--- src/design/cdig_pkg.sv ---
// ----------------------------------------------------------------------------
// cdig_pkg: shared types and constants of the image gradient block
// Field widths, configuration register codes, result slot codes and the
// difference helpers used by the gradient datapath.
// ----------------------------------------------------------------------------
`default_nettype none

package cdig_pkg;

    // field widths
    localparam int SAMPLE_W    = 16;
    localparam int GRAD_W      = SAMPLE_W + 2;
    localparam int ROW_POS_W   = 12;
    localparam int COL_POS_W   = 10;
    localparam int ROW_COUNT_W = 13;
    localparam int COL_COUNT_W = 11;
    localparam int CFG_DATA_W  = 13;
    localparam int OUT_TDATA_W = 64;

    // configuration register indexes
    localparam logic CFG_ROW_COUNT = 1'b0;
    localparam logic CFG_COL_COUNT = 1'b1;

    // result slots of one input sample, in delivery order
    localparam logic [1:0] RES_PREV_ROW = 2'd0;
    localparam logic [1:0] RES_LAST_ROW = 2'd1;
    localparam logic [1:0] RES_FINAL    = 2'd2;

    typedef logic signed [SAMPLE_W-1:0] t_sample;
    typedef logic signed [GRAD_W-1:0]   t_grad;

    // one accepted sample with its precomputed position flags
    typedef struct packed {
        t_sample                sample;
        logic [ROW_POS_W-1:0]   row_pos_up;
        logic [ROW_POS_W-1:0]   row_pos;
        logic [COL_POS_W-1:0]   col_pos;
        logic [COL_POS_W-1:0]   col_pos_left;
        logic                   has_out;
        logic                   row_second;
        logic                   row_last;
        logic                   col_first;
        logic                   col_second;
        logic                   col_last;
        logic                   bank;
    } t_stage;

    // neighborhood of the current sample from the line stores and history
    typedef struct packed {
        t_sample cur_here;
        t_sample prv_here;
        t_sample prv_next;
        t_sample prv_left;
        t_sample cur_left;
        t_sample cur_left2;
    } t_nbr;

    // one result item
    typedef struct packed {
        t_grad                grad_outer;
        t_grad                grad_inner;
        logic [ROW_POS_W-1:0] row_pos;
        logic [COL_POS_W-1:0] col_pos;
        logic                 last_of_run;
        logic                 frame_done;
    } t_result;

    // central difference, already in half units
    function automatic t_grad grad_half(input t_sample a, input t_sample b);
        logic [SAMPLE_W:0] d;
        d = {a[SAMPLE_W-1], a} - {b[SAMPLE_W-1], b};
        return {d[SAMPLE_W], d};
    endfunction

    // one-sided difference, doubled into half units
    function automatic t_grad grad_full(input t_sample a, input t_sample b);
        logic [SAMPLE_W:0] d;
        d = {a[SAMPLE_W-1], a} - {b[SAMPLE_W-1], b};
        return {d, 1'b0};
    endfunction

endpackage

`default_nettype wire

--- src/design/cdig_grad.sv ---
// ----------------------------------------------------------------------------
// cdig_grad: gradient datapath
// Forms the up to three results of one sample from its neighborhood:
// the previous row's result at this column, the last row's result one
// column back, and the final sample's result.
// ----------------------------------------------------------------------------
`default_nettype none

module cdig_grad (
    input  wire cdig_pkg::t_stage       i_stage,
    input  wire cdig_pkg::t_nbr         i_nbr,
    output cdig_pkg::t_result [2:0]     o_res
);

    always_comb begin
        o_res = '0;

        // previous row at this column
        if (i_stage.row_second) begin
            o_res[cdig_pkg::RES_PREV_ROW].grad_outer =
                cdig_pkg::grad_full(i_stage.sample, i_nbr.prv_here);
        end else begin
            o_res[cdig_pkg::RES_PREV_ROW].grad_outer =
                cdig_pkg::grad_half(i_stage.sample, i_nbr.cur_here);
        end
        if (i_stage.col_first) begin
            o_res[cdig_pkg::RES_PREV_ROW].grad_inner =
                cdig_pkg::grad_full(i_nbr.prv_next, i_nbr.prv_here);
        end else if (i_stage.col_last) begin
            o_res[cdig_pkg::RES_PREV_ROW].grad_inner =
                cdig_pkg::grad_full(i_nbr.prv_here, i_nbr.prv_left);
        end else begin
            o_res[cdig_pkg::RES_PREV_ROW].grad_inner =
                cdig_pkg::grad_half(i_nbr.prv_next, i_nbr.prv_left);
        end
        o_res[cdig_pkg::RES_PREV_ROW].row_pos     = i_stage.row_pos_up;
        o_res[cdig_pkg::RES_PREV_ROW].col_pos     = i_stage.col_pos;
        o_res[cdig_pkg::RES_PREV_ROW].last_of_run =
            !(i_stage.row_last && !i_stage.col_first);
        o_res[cdig_pkg::RES_PREV_ROW].frame_done  = 1'b0;

        // last row, one column back
        o_res[cdig_pkg::RES_LAST_ROW].grad_outer =
            cdig_pkg::grad_full(i_nbr.cur_left, i_nbr.prv_left);
        if (i_stage.col_second) begin
            o_res[cdig_pkg::RES_LAST_ROW].grad_inner =
                cdig_pkg::grad_full(i_stage.sample, i_nbr.cur_left);
        end else begin
            o_res[cdig_pkg::RES_LAST_ROW].grad_inner =
                cdig_pkg::grad_half(i_stage.sample, i_nbr.cur_left2);
        end
        o_res[cdig_pkg::RES_LAST_ROW].row_pos     = i_stage.row_pos;
        o_res[cdig_pkg::RES_LAST_ROW].col_pos     = i_stage.col_pos_left;
        o_res[cdig_pkg::RES_LAST_ROW].last_of_run = !i_stage.col_last;
        o_res[cdig_pkg::RES_LAST_ROW].frame_done  = 1'b0;

        // final sample of the frame
        o_res[cdig_pkg::RES_FINAL].grad_outer =
            cdig_pkg::grad_full(i_stage.sample, i_nbr.prv_here);
        o_res[cdig_pkg::RES_FINAL].grad_inner =
            cdig_pkg::grad_full(i_stage.sample, i_nbr.cur_left);
        o_res[cdig_pkg::RES_FINAL].row_pos     = i_stage.row_pos;
        o_res[cdig_pkg::RES_FINAL].col_pos     = i_stage.col_pos;
        o_res[cdig_pkg::RES_FINAL].last_of_run = 1'b1;
        o_res[cdig_pkg::RES_FINAL].frame_done  = 1'b1;
    end

endmodule

`default_nettype wire

--- config.mk ---
export PLATFORM = sky130hd
export DESIGN_NAME = cdig_grad
export DESIGN_NICKNAME = d
export VERILOG_FILES = /design/src/design/cdig_pkg.sv /design/src/design/cdig_grad.sv
export SDC_FILE = /design/constraint.sdc
export NUM_CORES = 1
export LEC_CHECK = 0
export BUFFER_PORTS_ARGS = -buffer_cell sky130_fd_sc_hd__buf_2
export CAP_MARGIN = 20
export CELL_PAD_IN_SITES_DETAIL_PLACEMENT = 1
export CELL_PAD_IN_SITES_GLOBAL_PLACEMENT = 2
export CORE_UTILIZATION = 23
export DETAILED_ROUTE_END_ITERATION = 6
export PLACE_DENSITY_LB_ADDON = 0.1
export RECOVER_POWER = 25
export SLEW_MARGIN = 30
export SYNTH_ARGS = -nofsm -noshare
export SYNTH_HDL_FRONTEND = slang
export SYNTH_SLANG_ARGS = --single-unit
--- constraint.sdc ---
create_clock -name vclk -period 2.25
set_clock_uncertainty 0.1 [all_clocks]
set_input_delay 0.225 -clock vclk [all_inputs]
set_output_delay 0.225 -clock vclk [all_outputs]
set_load 0.03 [all_outputs]
==> results.yml <==
outcome:
  status: "finished with violations"
  violations: "setup timing"
sta:
  fmax_mhz: 364
  setup_viol: 72
  fin_setup_tns_ns: -19.65
  slew_viol_final: 0
  rsz0062_at_grt: "yes"
  hold_viol: 0
  min_period_ns: 2.75
  setup_ws_ns: -0.499
  post-route-period-util_pct: 122
grt:
  overflow: 0
  grt_max_degree: 21
  grt.total_usage_pct: 20.1
  grt_pass1_vias: 9716
  grt_pass1_wl_um: 50300
  antenna_found_initial: 0
routing:
  top_layer: "met4"
  dr_wl_met3_um: 928
  drtIter0Drc: 150
  dr.pass1.iters: 4
  routed_wl_um: 32900
  met2_length_um: 17300
  wl_met1_um: 14400
  drc: 0
  wl_per_cell_um: 16.9
  via_per_inst: 4.70
  vias: 9165
  drtAntennaViolNets: 0
power:
  p_leak_nw: 6.89
  finalPower_mw: 5.73
  powerDensity_nw_per_um2: 402
  ir_worst_vdd_v: 0.000193
floorplanning:
  die_height_um: 178
  initial_core_util_pct: 23.3
  row_count: 64
  die-area_sq_um: 31700
  core_sq_um: 30600
  ioPinCount: 343
  die_x_um: 178
layout:
  fin_nets: 1853
  ff_latch_area_sq_um: 0
  design_area_sq_um: 14200
  area_delta_synth_final_pct: 99.5
  utilization_pct: 46.6
  antennaDiodeCount: 0
  layout-drive-gt1-share_pct: 59.7
  design.seq.count: 0
  clkbuf_count: 0
logic_synthesis:
  syn_area_per_cell_sq_um: 7.05
  ys_top_cells_by_area: "ha_1 22%, buf_4 7.7%, xnor2_1 7.0%, inv_1 6.2%, a21oi_1 5.0%"
  syn_inst: 1013
  synth_top_area_share_pct: 22.4
  ys_types: 74
  ys_warn_count: 0
  yosysTopAreaCell: "ha_1"
  syn_area_sq_um: 7140
  ys_seq_area_share_pct: 0
place:
  numPortBuffers: 224
  post_dp_cell_area_sq_um: 11600
  hpwl_um: 28100
  gp_congestion: 0.817
hold_path:
  min_path_type: "input port to output port"
  hp-start: "i_stage[39]"
  min_path_cells: 0
  whs_endpoint: "o_res[12]"
critical_path:
  crit_fanout: 4
  cp_data_arrival_time_ns: 2.42
  crit_required_ns: 1.92
  worst_setup_path_end_kind: "output port"
  critPathKind: "input port to output port"
  cp-start-kind: "input port"
flow_run:
  max_cap_violations: 0
==> power by group <==
| part | total [mW] | switching (mW) | internal [mW] |
|---|---|---|---|
| Clock | 0 | 0 | 0 |
| Sequential | 0 | 0 | 0 |
| Combinational | 5.73 | 2.92 | 2.81 |
| Total | 5.73 | 2.92 | 2.81 |
==> critical path: stages <==
cell and delay, ns:
buf_12 0.10, clkinvlp_4 0.15, fa_2 0.40, nand2b_4 0.16, a21oi_4 0.17, o211ai_1 0.10, buf_4 0.18, a221oi_4 0.28
o21ai_2 0.09, a221oi_2 0.22, buf_4 0.17, a31oi_4 0.03, buf_6 0.15
==> per-stage QoR <==
| stage | hold slack, ns | setup slack (ns) | instances |
|---|---|---|---|
| floorplan | 0.482 | -0.364 | 1018 |
| global placement | 0.350 | -0.732 | 1898 |
| detailed placement | 0.350 | -0.764 | 1898 |
| CTS | 0.350 | -0.550 | 1932 |
| global route | 0.350 | -0.608 | 1948 |
| finish | 0.350 | -0.499 | 1948 |
==> cell type report <==
class | instances | area (sq um)
Multi-Input combinational cell | 814 | 8270
Fill cell | 3642 | 16300
Tap cell | 396 | 495
Inverter | 119 | 536
Timing Repair Buffer | 619 | 4940
==> worst max-delay path by stage <==
| stage | startpoint | to | cells after the start |
|---|---|---|---|
| finish | i_stage[52] | o_res[101] | 13 |
| global route | i_stage[52] | o_res[100] | 13 |
| CTS | i_stage[51] | o_res[56] | 12 |
| detailed placement | i_stage[51] | o_res[101] | 13 |
| global placement | i_stage[51] | o_res[101] | 13 |
| floorplan | i_stage[51] | o_res[95] | 10 |
==> cell usage in the layout (no fill, tap or decap), types with 9 or more instances in the layout <==
master and instances:
a21o_1 31, a21oi_1 39, a21oi_2 23, a21oi_4 11, buf_12 11, buf_2 124
buf_4 367, buf_6 109, ha_1 89, ha_4 38, inv_1 96, mux2i_1 9
nand2_1 47, nand2b_1 18, nand3_1 13, nor2_1 52, nor2b_4 11, nor3_1 22
o211ai_1 10, o21a_1 33, o21ai_0 31, o21ai_1 13, o21ai_2 21, xnor2_1 28
xnor2_2 24, xor2_1 14
==> synth_stat cells, drive strengths merged, types with 3 or more instances <==
cell type / number
o31a: 8
a211o: 4
a21boi: 7
nand2: 53
o21ai: 67
xor2: 24
a221oi: 3
nand2b: 23
inv: 117
xnor2: 57
o21a: 34
nand3: 16
mux2: 8
o31ai: 12
nor2b: 22
or2: 3
o311a: 3
mux2i: 10
clkbuf: 10
a211oi: 10
nand4: 3
or3: 9
o22ai: 10
o21bai: 6
a21o: 31
buf: 75
nor3: 31
o311ai: 5
ha: 128
o211ai: 10
a31oi: 17
a311oi: 3
fa: 8
and3: 8
nor2: 63
a21oi: 73
==> timing repair <==
action | 4_1_cts | 5_1_grt
resized for setup | 431 | 85
hold buffers | 0 | 0
setup endpoints to repair | 81 | 78
pin swaps | 157 | 98
setup buffers | 43 | 22
==> cell families after synthesis <==
group	after synthesis	synth area share, %
AO/OA/AOI/OAI	328	31.1
AND/OR/NAND/NOR	244	17.0
buffers and inverters	204	14.6
adder cells (fa/ha/maj)	136	24.7
XOR/XNOR	81	9.94
multiplexers	18	2.66
other	2	0.105
==> routing by layer <==
layer  vias up  track usage [%]
met5         -                0
met4         0             1.59
met3        13            0.618
met2       139             38.6
met1      4373             25.5
li1       4640                -
Power figures use the tool's default switching activity.
